==> config.mk <==
export PLATFORM = sky130hd
export DESIGN_NAME = anti_rollback_counter_with_staging
export DESIGN_NICKNAME = d
export VERILOG_FILES = /design/src/sv/arc_pkg.sv /design/src/sv/arc_engine.sv /design/src/sv/anti_rollback_counter_with_staging.sv
export SDC_FILE = /design/constraint.sdc
export NUM_CORES = 1
export LEC_CHECK = 0
export BUFFER_PORTS_ARGS = -buffer_cell sky130_fd_sc_hd__buf_2
export CORE_MARGIN = 2
export CORE_UTILIZATION = 50
export CTS_BUF_LIST = sky130_fd_sc_hd__clkbuf_4 sky130_fd_sc_hd__clkbuf_8 sky130_fd_sc_hd__clkbuf_16
export CTS_CLUSTER_SIZE = 28
export DETAILED_ROUTE_END_ITERATION = 8
export PLACE_DENSITY = 0.69
export SLEW_MARGIN = 20
export SYNTH_ARGS = -nofsm -noshare
export SYNTH_HDL_FRONTEND = slang
export SYNTH_SLANG_ARGS = --single-unit
export TNS_END_PERCENT = 20
==> constraint.sdc <==
create_clock -name clk_i -period 17.5 [get_ports clk_i]
set_input_delay 4.375 -clock clk_i [delete_from_list [all_inputs] [get_ports clk_i]]
set_output_delay 4.375 -clock clk_i [all_outputs]
set_load 0.01 [all_outputs]
==> src/sv/arc_pkg.sv <==
package arc_pkg;

  // Widths of the item fields
  localparam int unsigned DataW  = 32;
  localparam int unsigned SlotW  = 3;
  localparam int unsigned SlotCntW = 4;
  localparam int unsigned CfgIdxW = 4;

  // Slot rotation and confirm defaults
  localparam int unsigned MaxSlots = 8;
  localparam logic [SlotCntW-1:0] DefaultSlots = SlotCntW'(4);
  localparam logic [DataW-1:0] DefaultConfirm = DataW'(3);

  typedef enum logic [2:0] {
    OpRestore   = 3'd0,
    OpFinish    = 3'd1,
    OpQuery     = 3'd2,
    OpWrite     = 3'd3,
    OpIncrement = 3'd4,
    OpStage     = 3'd5,
    OpNotify    = 3'd6,
    OpClear     = 3'd7
  } op_e;

  typedef enum logic [1:0] {
    StOk       = 2'd0,
    StNotInit  = 2'd1,
    StRollback = 2'd2,
    StFull     = 2'd3
  } status_e;

  typedef enum logic [CfgIdxW-1:0] {
    CfgConfirm = 4'd0,
    CfgSlots   = 4'd1
  } cfg_idx_e;

  // One input word
  typedef struct packed {
    op_e              op;
    logic [DataW-1:0] value;
    logic             rec_valid;
    logic [SlotW-1:0] rec_slot;
    logic [DataW-1:0] rec_seq;
    logic [DataW-1:0] rec_counter;
    logic [DataW-1:0] rec_pending;
    logic [DataW-1:0] rec_boots;
  } cmd_t;

  // One result word
  typedef struct packed {
    status_e          status;
    logic [DataW-1:0] counter;
    logic [DataW-1:0] pending;
    logic [DataW-1:0] boots;
    logic             write_req;
    logic [SlotW-1:0] wr_slot;
    logic [DataW-1:0] wr_seq;
  } res_t;

  // Configuration registers as seen by the engine
  typedef struct packed {
    logic [DataW-1:0]    confirm;
    logic [SlotCntW-1:0] slots;
  } cfg_t;

  // Slots in rotation: zero selects the default, large values clamp
  function automatic logic [SlotCntW-1:0] eff_slots(logic [SlotCntW-1:0] s);
    logic [SlotCntW-1:0] r;
    r = s;
    if (s == '0) r = DefaultSlots;
    else if (s > SlotCntW'(MaxSlots)) r = SlotCntW'(MaxSlots);
    return r;
  endfunction

  // (slot + 1) mod e by repeated subtraction; e is 1..MaxSlots
  function automatic logic [SlotW-1:0] slot_after(logic [SlotW-1:0] a,
                                                  logic [SlotCntW-1:0] e);
    logic [SlotCntW-1:0] r;
    r = {1'b0, a} + SlotCntW'(1);
    for (int i = 0; i < MaxSlots; i++) begin
      if (r >= e) r = r - e;
    end
    return r[SlotW-1:0];
  endfunction

endpackage

==> src/sv/arc_engine.sv <==
module arc_engine (
  input  logic          clk_i,
  input  logic          rst_ni,
  input  logic          fire_i,
  input  arc_pkg::cmd_t cmd_i,
  input  arc_pkg::cfg_t cfg_i,
  output arc_pkg::res_t res_o
);

  typedef struct packed {
    logic [arc_pkg::DataW-1:0] cnt;
    logic [arc_pkg::DataW-1:0] pend;
    logic [arc_pkg::DataW-1:0] boots;
    logic [arc_pkg::SlotW-1:0] slot;
    logic [arc_pkg::DataW-1:0] seq;
    logic                      found;
    logic                      init;
  } state_t;

  state_t st_q, st_d;

  logic [arc_pkg::SlotCntW-1:0] eff;
  logic [arc_pkg::SlotW-1:0]    nxt_slot;
  logic [arc_pkg::DataW-1:0]    nxt_seq;
  logic [arc_pkg::DataW-1:0]    target;
  logic [arc_pkg::DataW-1:0]    boots_inc;
  logic                         do_persist;
  logic [arc_pkg::DataW-1:0]    p_cnt, p_pend, p_boots;
  arc_pkg::status_e             status;

  assign eff       = arc_pkg::eff_slots(cfg_i.slots);
  assign nxt_slot  = arc_pkg::slot_after(st_q.slot, eff);
  assign nxt_seq   = st_q.seq + arc_pkg::DataW'(1);
  assign target    = (cmd_i.op == arc_pkg::OpIncrement) ?
                     st_q.cnt + arc_pkg::DataW'(1) : cmd_i.value;
  assign boots_inc = (st_q.boots == '1) ? st_q.boots : st_q.boots + arc_pkg::DataW'(1);

  // Decode the command against the current state
  always_comb begin
    st_d       = st_q;
    status     = arc_pkg::StOk;
    do_persist = 1'b0;
    p_cnt      = st_q.cnt;
    p_pend     = st_q.pend;
    p_boots    = st_q.boots;

    if (cmd_i.op == arc_pkg::OpClear) begin
      st_d = '0;
    end else if (cmd_i.op == arc_pkg::OpRestore) begin
      // keep the best record: higher sequence, then larger counter
      if (!st_q.init && cmd_i.rec_valid && ({1'b0, cmd_i.rec_slot} < eff)) begin
        if (!st_q.found || (cmd_i.rec_seq > st_q.seq) ||
            ((cmd_i.rec_seq == st_q.seq) && (cmd_i.rec_counter > st_q.cnt))) begin
          st_d.found = 1'b1;
          st_d.seq   = cmd_i.rec_seq;
          st_d.cnt   = cmd_i.rec_counter;
          st_d.slot  = cmd_i.rec_slot;
          st_d.pend  = cmd_i.rec_pending;
          st_d.boots = cmd_i.rec_boots;
        end
      end
    end else if (cmd_i.op == arc_pkg::OpFinish) begin
      if (!st_q.init) begin
        if (!st_q.found) st_d = '0;
        st_d.init = 1'b1;
      end
    end else if (!st_q.init) begin
      status = arc_pkg::StNotInit;
    end else begin
      unique case (cmd_i.op) inside
        arc_pkg::OpWrite, arc_pkg::OpIncrement: begin
          if ((cmd_i.op == arc_pkg::OpIncrement) && (st_q.cnt == '1)) begin
            status = arc_pkg::StFull;
          end else if (target < st_q.cnt) begin
            status = arc_pkg::StRollback;
          end else if ((target == '1) && (st_q.cnt == '1)) begin
            status = arc_pkg::StFull;
          end else begin
            do_persist = 1'b1;
            p_cnt      = target;
          end
        end
        arc_pkg::OpStage: begin
          if (cmd_i.value <= st_q.cnt) begin
            status = arc_pkg::StRollback;
          end else begin
            do_persist = 1'b1;
            p_pend     = cmd_i.value;
            p_boots    = '0;
          end
        end
        arc_pkg::OpNotify: begin
          if ((st_q.pend != '0) && (cmd_i.value == st_q.pend)) begin
            do_persist = 1'b1;
            if (boots_inc >= cfg_i.confirm) begin
              // commit, never lowering the counter
              p_cnt   = (st_q.pend > st_q.cnt) ? st_q.pend : st_q.cnt;
              p_pend  = '0;
              p_boots = '0;
            end else begin
              p_boots = boots_inc;
            end
          end
        end
        default: begin
          // query: state unchanged
        end
      endcase
    end

    // Persist: advance slot and sequence, request a record
    if (do_persist) begin
      st_d.cnt   = p_cnt;
      st_d.pend  = p_pend;
      st_d.boots = p_boots;
      st_d.slot  = nxt_slot;
      st_d.seq   = nxt_seq;
    end
  end

  // Build the result word
  always_comb begin
    res_o.status    = status;
    res_o.counter   = st_d.cnt;
    res_o.pending   = st_d.pend;
    res_o.boots     = st_d.boots;
    res_o.write_req = do_persist;
    res_o.wr_slot   = do_persist ? nxt_slot : '0;
    res_o.wr_seq    = do_persist ? nxt_seq : '0;
  end

  // Hold state, advance on each decoded word
  always_ff @(posedge clk_i or negedge rst_ni) begin
    if (!rst_ni) begin
      st_q <= '0;
    end else if (fire_i) begin
      st_q <= st_d;
    end
  end

  // Counter is monotonic once initialized, until cleared
  a_monotonic: assert property (@(posedge clk_i) disable iff (!rst_ni)
    fire_i && st_q.init && (cmd_i.op != arc_pkg::OpClear) |=> st_q.cnt >= $past(st_q.cnt))
    else $error("committed counter decreased");

  // Requested slot stays inside the rotation
  a_slot_range: assert property (@(posedge clk_i) disable iff (!rst_ni)
    res_o.write_req |-> ({1'b0, res_o.wr_slot} < eff))
    else $error("write slot outside rotation");

  // Persisting needs an initialized block
  a_persist_init: assert property (@(posedge clk_i) disable iff (!rst_ni)
    res_o.write_req |-> st_q.init && (res_o.status == arc_pkg::StOk))
    else $error("record requested while uninitialized or on error");

endmodule

==> src/sv/anti_rollback_counter_with_staging.sv <==
// Anti-rollback counter with staged version commit.
// Input channel (in_valid_i/in_ready_o) carries one command word: op_i and
// value_i, plus the rec_* fields of a slot record for restore commands.
// Output channel (out_valid_o/out_ready_i) returns one result word per
// command: status, counter/pending/boot count after the command, and a
// write request with slot index and sequence number when a record must be
// persisted.
// Configuration channel (cfg_valid_i/cfg_ready_o, always ready): index 0 is
// the confirm threshold (zero loads 3), index 1 the slot count.
// An accepted word is held in the input register and decoded from there;
// its result is registered once the result register is free. Throughput
// is one word per cycle while the receiver does not stall; the state update
// of one word feeds the decode of the next through the state registers.
// When the receiver stalls, the result register holds and the input
// register fills; in_ready_o drops only while both are full.
// Reset clears all counter state (uninitialized) and loads threshold 3 and
// slot count 4; restore commands then rebuild state before finish.
module anti_rollback_counter_with_staging (
  input  logic                              clk_i,
  input  logic                              rst_ni,
  // configuration
  input  logic                              cfg_valid_i,
  output logic                              cfg_ready_o,
  input  logic [arc_pkg::CfgIdxW-1:0]       cfg_index_i,
  input  logic [arc_pkg::DataW-1:0]         cfg_data_i,
  // command input
  input  logic                              in_valid_i,
  output logic                              in_ready_o,
  input  logic [2:0]                        op_i,
  input  logic [arc_pkg::DataW-1:0]         value_i,
  input  logic                              rec_valid_i,
  input  logic [arc_pkg::SlotW-1:0]         rec_slot_i,
  input  logic [arc_pkg::DataW-1:0]         rec_seq_i,
  input  logic [arc_pkg::DataW-1:0]         rec_counter_i,
  input  logic [arc_pkg::DataW-1:0]         rec_pending_i,
  input  logic [arc_pkg::DataW-1:0]         rec_boots_i,
  // result output
  output logic                              out_valid_o,
  input  logic                              out_ready_i,
  output logic [1:0]                        status_o,
  output logic [arc_pkg::DataW-1:0]         counter_out_o,
  output logic [arc_pkg::DataW-1:0]         pending_out_o,
  output logic [arc_pkg::DataW-1:0]         boots_out_o,
  output logic                              write_req_o,
  output logic [arc_pkg::SlotW-1:0]         write_slot_index_o,
  output logic [arc_pkg::DataW-1:0]         write_seq_out_o
);

  arc_pkg::cfg_t cfg_q;
  arc_pkg::cmd_t cmd_q;
  arc_pkg::res_t res_d, res_q;
  logic          in_vld_q, out_vld_q;
  logic          advance;
  logic          in_take;

  // Configuration registers
  assign cfg_ready_o = 1'b1;

  always_ff @(posedge clk_i or negedge rst_ni) begin
    if (!rst_ni) begin
      cfg_q.confirm <= arc_pkg::DefaultConfirm;
      cfg_q.slots   <= arc_pkg::DefaultSlots;
    end else if (cfg_valid_i && cfg_ready_o) begin
      if (cfg_index_i == arc_pkg::CfgConfirm) begin
        cfg_q.confirm <= (cfg_data_i == '0) ? arc_pkg::DefaultConfirm : cfg_data_i;
      end else if (cfg_index_i == arc_pkg::CfgSlots) begin
        cfg_q.slots <= cfg_data_i[arc_pkg::SlotCntW-1:0];
      end
    end
  end

  // Decode the held word whenever the result register can take it
  assign advance    = in_vld_q && (!out_vld_q || out_ready_i);
  assign in_ready_o = !in_vld_q || advance;
  assign in_take    = in_valid_i && in_ready_o;

  // Input register
  always_ff @(posedge clk_i or negedge rst_ni) begin
    if (!rst_ni) begin
      in_vld_q <= 1'b0;
    end else if (in_ready_o) begin
      in_vld_q <= in_valid_i;
    end
  end

  always_ff @(posedge clk_i) begin
    if (in_take) begin
      cmd_q.op          <= arc_pkg::op_e'(op_i);
      cmd_q.value       <= value_i;
      cmd_q.rec_valid   <= rec_valid_i;
      cmd_q.rec_slot    <= rec_slot_i;
      cmd_q.rec_seq     <= rec_seq_i;
      cmd_q.rec_counter <= rec_counter_i;
      cmd_q.rec_pending <= rec_pending_i;
      cmd_q.rec_boots   <= rec_boots_i;
    end
  end

  arc_engine u_engine (
    .clk_i  (clk_i),
    .rst_ni (rst_ni),
    .fire_i (advance),
    .cmd_i  (cmd_q),
    .cfg_i  (cfg_q),
    .res_o  (res_d)
  );

  // Result register
  always_ff @(posedge clk_i or negedge rst_ni) begin
    if (!rst_ni) begin
      out_vld_q <= 1'b0;
    end else if (advance) begin
      out_vld_q <= 1'b1;
    end else if (out_ready_i) begin
      out_vld_q <= 1'b0;
    end
  end

  always_ff @(posedge clk_i) begin
    if (advance) begin
      res_q <= res_d;
    end
  end

  assign out_valid_o        = out_vld_q;
  assign status_o           = res_q.status;
  assign counter_out_o      = res_q.counter;
  assign pending_out_o      = res_q.pending;
  assign boots_out_o        = res_q.boots;
  assign write_req_o        = res_q.write_req;
  assign write_slot_index_o = res_q.wr_slot;
  assign write_seq_out_o    = res_q.wr_seq;

  // A stalled result is never overwritten
  a_no_overwrite: assert property (@(posedge clk_i) disable iff (!rst_ni)
    out_vld_q && !out_ready_i |-> !advance)
    else $error("result register overwritten while stalled");

  // A held input word is never dropped
  a_no_drop: assert property (@(posedge clk_i) disable iff (!rst_ni)
    in_vld_q && !advance |=> in_vld_q && $stable(cmd_q))
    else $error("pending input word lost");

  // Record fields are zero when no write is requested
  a_idle_record: assert property (@(posedge clk_i) disable iff (!rst_ni)
    out_vld_q && !res_q.write_req |-> (res_q.wr_slot == '0) && (res_q.wr_seq == '0))
    else $error("record fields set without a write request");

endmodule
==> metrics list <==
- Number of antenna violations at the first check in global routing: 5
- Number of buffers inserted during clock tree synthesis: 51
- Max H-tree Level: 2
* Largest stage delay on the critical path: 0.48 ns
- Min-delay worst type: flip-flop to flip-flop
- The clock drives 472 sinks.
- Count of cells resized by post-cts repair: 0
- The kind of cell with the highest combined delay along the critical path is compound AO/OA/AOI/OAI gates.
* Ratio of cells with drive above 1 in the final layout: 0.175
* Synth-to-layout area growth: 14.9%
- Of the post-synthesis cell area, the dominant cell type holds 0.317.
* Post-Place Worst Slack: 1.72 ns
- Hold buffer count at CTS: 0
- Clock tree buffer depth: 3
- The die covers 0.0590 sq mm.
- Counting flops with a built-in enable in the synthesized netlist gives 301.
* Routed WL per cell: 23.2 um
- The total area inside the core boundary comes to 0.0564 sq mm.
- TritonCTS built the clock tree.
- Detailed placement ended at an HPWL of 66500 um.
- Once routing completed, OpenROAD measured the worst setup slack at 1.65 ns.
* Arr. time, crit path: 16.17 ns
- Pin slew with the least headroom to its limit: approximately 1.2 ns
- Number of max-slew violations in the final report: 0
- The multi-input combinational cells in the finished layout cover a total of 0.0141 sq mm.
- After floorplanning, the core was divided into 87 placement rows.
* Final-layout setup total negative slack: 0 ns
- DRT Pass-1 Iters: 6
* Netlist cell types: 90
- Static timing analysis puts the maximum clock frequency at between 60 and 70 MHz.
- In this design, the critical path's most frequently occurring cell is sky130_fd_sc_hd__nand2_1.
* Wire length after detailed routing: ~91000 um
- For this run, the number of standard cells in the final layout without fillers is 3927.
* Number of setup violations in the final report: 0
- The initial utilization of the core area, before any placement, comes to 0.506.
- The floorplan step set the die width to 243 um.
- In the final layout, flip-flops and latches occupy 0.0133 sq mm.
* Post-synthesis cell area: 0.0285 sq mm
- Post-layout nets: 3565
- The worst path needs 15.85 ns of the cycle, external delays included.
- CTS root buffer: sky130_fd_sc_hd__clkbuf_16
* Synthesized area divided by synthesized cell count: 10.1 sq um
- The cell count after synthesis came out at about 2800.
* Vias in the first global route: 24110
- Synthesis inferred between 400 and 500 register bits.
- Global route overflow: 0
- After clock tree synthesis, the clock-pin slew on the worst setup and hold paths is 0.06 ns.
- Cell types with the largest area share after synthesis: sky130_fd_sc_hd__edfxtp_1 32%, sky130_fd_sc_hd__dfrtp_1 15%, sky130_fd_sc_hd__ha_1 9.7%, sky130_fd_sc_hd__nand2_1 3.9%, sky130_fd_sc_hd__nor2_1 3.0%
- Worst-path maximum fanout: 19
* Startpoint Class: flip-flop
- Number of buffer and inverter stages on the critical path: 9
- Vias per std cell: 6.19
- The count of buffers added on input and output ports is 343.
* Fin crit share: 0.906
* Global placement routability congestion: 0.942
* Maximum number of pins on one net before global-route repair: 99
* Post-DRT Antenna Nets: 0
* Library cell contributing the largest single delay on the critical path: sky130_fd_sc_hd__fa_1
- The worst setup path is captured at a flip-flop.
* Share of async-settable or async-resettable flops after synthesis: 0.362
* Overall die height: 243 um
- Syn nets: around 3300
- The clock reaches the later pin of the worst-skew pair after around 0.60 ns.
- Setup repair after global routing left no endpoint under its margin.
- Fillers: 4883
- Yosys printed 0 warnings.
- The synthesized design spends more area on one cell type than any other, namely sky130_fd_sc_hd__edfxtp_1.
- In the synthesized netlist the dominant register cell turns out to be sky130_fd_sc_hd__edfxtp_1.
* Required arrival time at the worst endpoint: 17.82 ns
- Share of synthesized area occupied by flip-flops and latches: 0.467
- By startpoint and endpoint, the worst setup path is classified as flip-flop to flip-flop.
* Count of pins on the block boundary: around 350
* Overall routing resource usage: 0.301
* Status: finished clean
- Via count: 24315
* Detailed Route Iter0 Violations: approximately 2100
- Number of max-cap violations: 0
- Slew Limit Headroom: 0.218
- Total setup buffers inserted after CTS: 0
- For this run, design rule violations remaining after detail routing come to 0.
- Global-route wire length before repair: 139000 um
* Hold violation count in the final report: 0
- Cell count after placement: 3830
- Across the routed clock network, the largest skew measured is between 0.02 and 0.03 ns.
- Final core utilization: 0.581
-- registers in the layout, summed over array words and instances (netlist names) --
signal              cells
boots_out_o            32
cfg_q                  36
cmd_q                 167
counter_out_o          32
in_vld_q                1
out_valid_o             1
pending_out_o          32
status_o                2
u_engine.st_q         133
write_req_o             1
write_seq_out_o        32
write_slot_index_o      3
-- routing by layer --
metal	global-route usage	wire [um]
met1	0.385	36900
met2	0.512	44500
met3	0.0363	5690
met4	0.136	3830
met5	0	0
-- cell type report --
cell class / count / area share
multi-input cells: 2067 / 0.431
flip-flops and latches: 472 / 0.407
repair buffers: 404 / 0.0666
clock buffers: 73 / 0.0455
well taps: 756 / 0.0289
inverters: 131 / 0.0152
clock inverters: 21 / 0.00584
diodes: 3 / 0.000229
-- path summary, 6_finish.rpt --
path,startpoint,to,slack [ns],cells after the start
worst max-delay path,cfg_q[3],write_slot_index_o[0],1.65,72
worst min-delay path,in_vld_q,out_valid_o,0.53,1
worst max register to register,cfg_q[3],write_slot_index_o[0],1.65,72
worst min register to register,in_vld_q,out_valid_o,0.53,1
max in group asynchronous,rst_ni,u_engine.st_q[115],12.44,2
min in group asynchronous,rst_ni,u_engine.st_q[12],3.73,1
-- cells in the final DEF (no fill, tap or decap), drive strengths merged, types with 20 or more instances in the layout --
cell type  count
o21ai        181
nand2b        22
nor2b         23
o31ai         20
o211ai        21
nor4          48
nor3          59
nor2         226
a21oi        157
nand4         52
ha           222
xor2          50
a22oi         54
edfxtp       301
nand3         63
dfrtp        168
clkbuf        73
buf          404
mux2i         35
xnor2         68
a31oi         22
nand2        301
inv          130
a211oi        53
a221o         54
and3          26
a21o          54
-- per-stage QoR --
step	hold WS (ns)	cell area [sq um]
after floorplan	0.457	28500
after global placement	0.494	31100
after detailed placement	0.520	31100
after CTS	0.534	32800
after global routing	0.551	32800
final	0.535	32800
-- cells in the mapped netlist (6+ instances only) --
master,count
sky130_fd_sc_hd__a221oi_1,11
sky130_fd_sc_hd__nand2b_1,22
sky130_fd_sc_hd__nor4_1,47
sky130_fd_sc_hd__nand4_1,52
sky130_fd_sc_hd__buf_2,22
sky130_fd_sc_hd__o21ai_0,166
sky130_fd_sc_hd__o311ai_0,6
sky130_fd_sc_hd__a211oi_1,51
sky130_fd_sc_hd__dfrtp_1,168
sky130_fd_sc_hd__or2_2,7
sky130_fd_sc_hd__a222oi_1,6
sky130_fd_sc_hd__nor3_1,59
sky130_fd_sc_hd__and2_1,19
sky130_fd_sc_hd__nor2b_1,23
sky130_fd_sc_hd__nand3b_1,8
sky130_fd_sc_hd__a21o_1,54
sky130_fd_sc_hd__a22o_1,19
sky130_fd_sc_hd__xnor2_1,68
sky130_fd_sc_hd__inv_1,127
sky130_fd_sc_hd__o21a_1,17
sky130_fd_sc_hd__buf_4,11
sky130_fd_sc_hd__or4_1,10
sky130_fd_sc_hd__fa_1,8
sky130_fd_sc_hd__ha_1,222
sky130_fd_sc_hd__a31oi_1,21
sky130_fd_sc_hd__edfxtp_1,301
sky130_fd_sc_hd__buf_1,6
sky130_fd_sc_hd__nand2_1,300
sky130_fd_sc_hd__clkbuf_1,108
sky130_fd_sc_hd__and4_1,15
sky130_fd_sc_hd__xor2_1,50
sky130_fd_sc_hd__mux2i_1,35
sky130_fd_sc_hd__o211ai_1,21
sky130_fd_sc_hd__nor2_1,226
sky130_fd_sc_hd__and3_1,26
sky130_fd_sc_hd__a221o_1,54
sky130_fd_sc_hd__or3_1,15
sky130_fd_sc_hd__a21oi_1,152
sky130_fd_sc_hd__a22oi_1,54
sky130_fd_sc_hd__o21ai_1,13
sky130_fd_sc_hd__nand3_1,61
sky130_fd_sc_hd__o31ai_1,20
sky130_fd_sc_hd__mux2_2,16
-- worst register-to-register path, delay by kind of cell, from the launching register on --
kind | cells | cell delay, ns
buffers and inverters | 9 | 1.14
adders and majority gates | 12 | 3.99
AOI/OAI and AO/OA | 25 | 5.19
muxes | 2 | 0.79
DFF | 1 | 0.38
and+or+nand+nor | 24 | 4.07
-- cells by family after synthesis --
family / Yosys count / share of synthesized area
AND/OR/NAND/NOR: 910 / 0.153
other: 1 / 0.000131
multiplexers: 51 / 0.0186
flip-flops: 472 / 0.467
adder cells (fa/ha/maj): 231 / 0.103
XOR/XNOR: 118 / 0.0362
buffers and inverters: 282 / 0.0406
AO/OA/AOI/OAI: 756 / 0.181
Power is not shown: default switching activity piles up to over one toggle a cycle in this logic, so the estimate is an artifact.
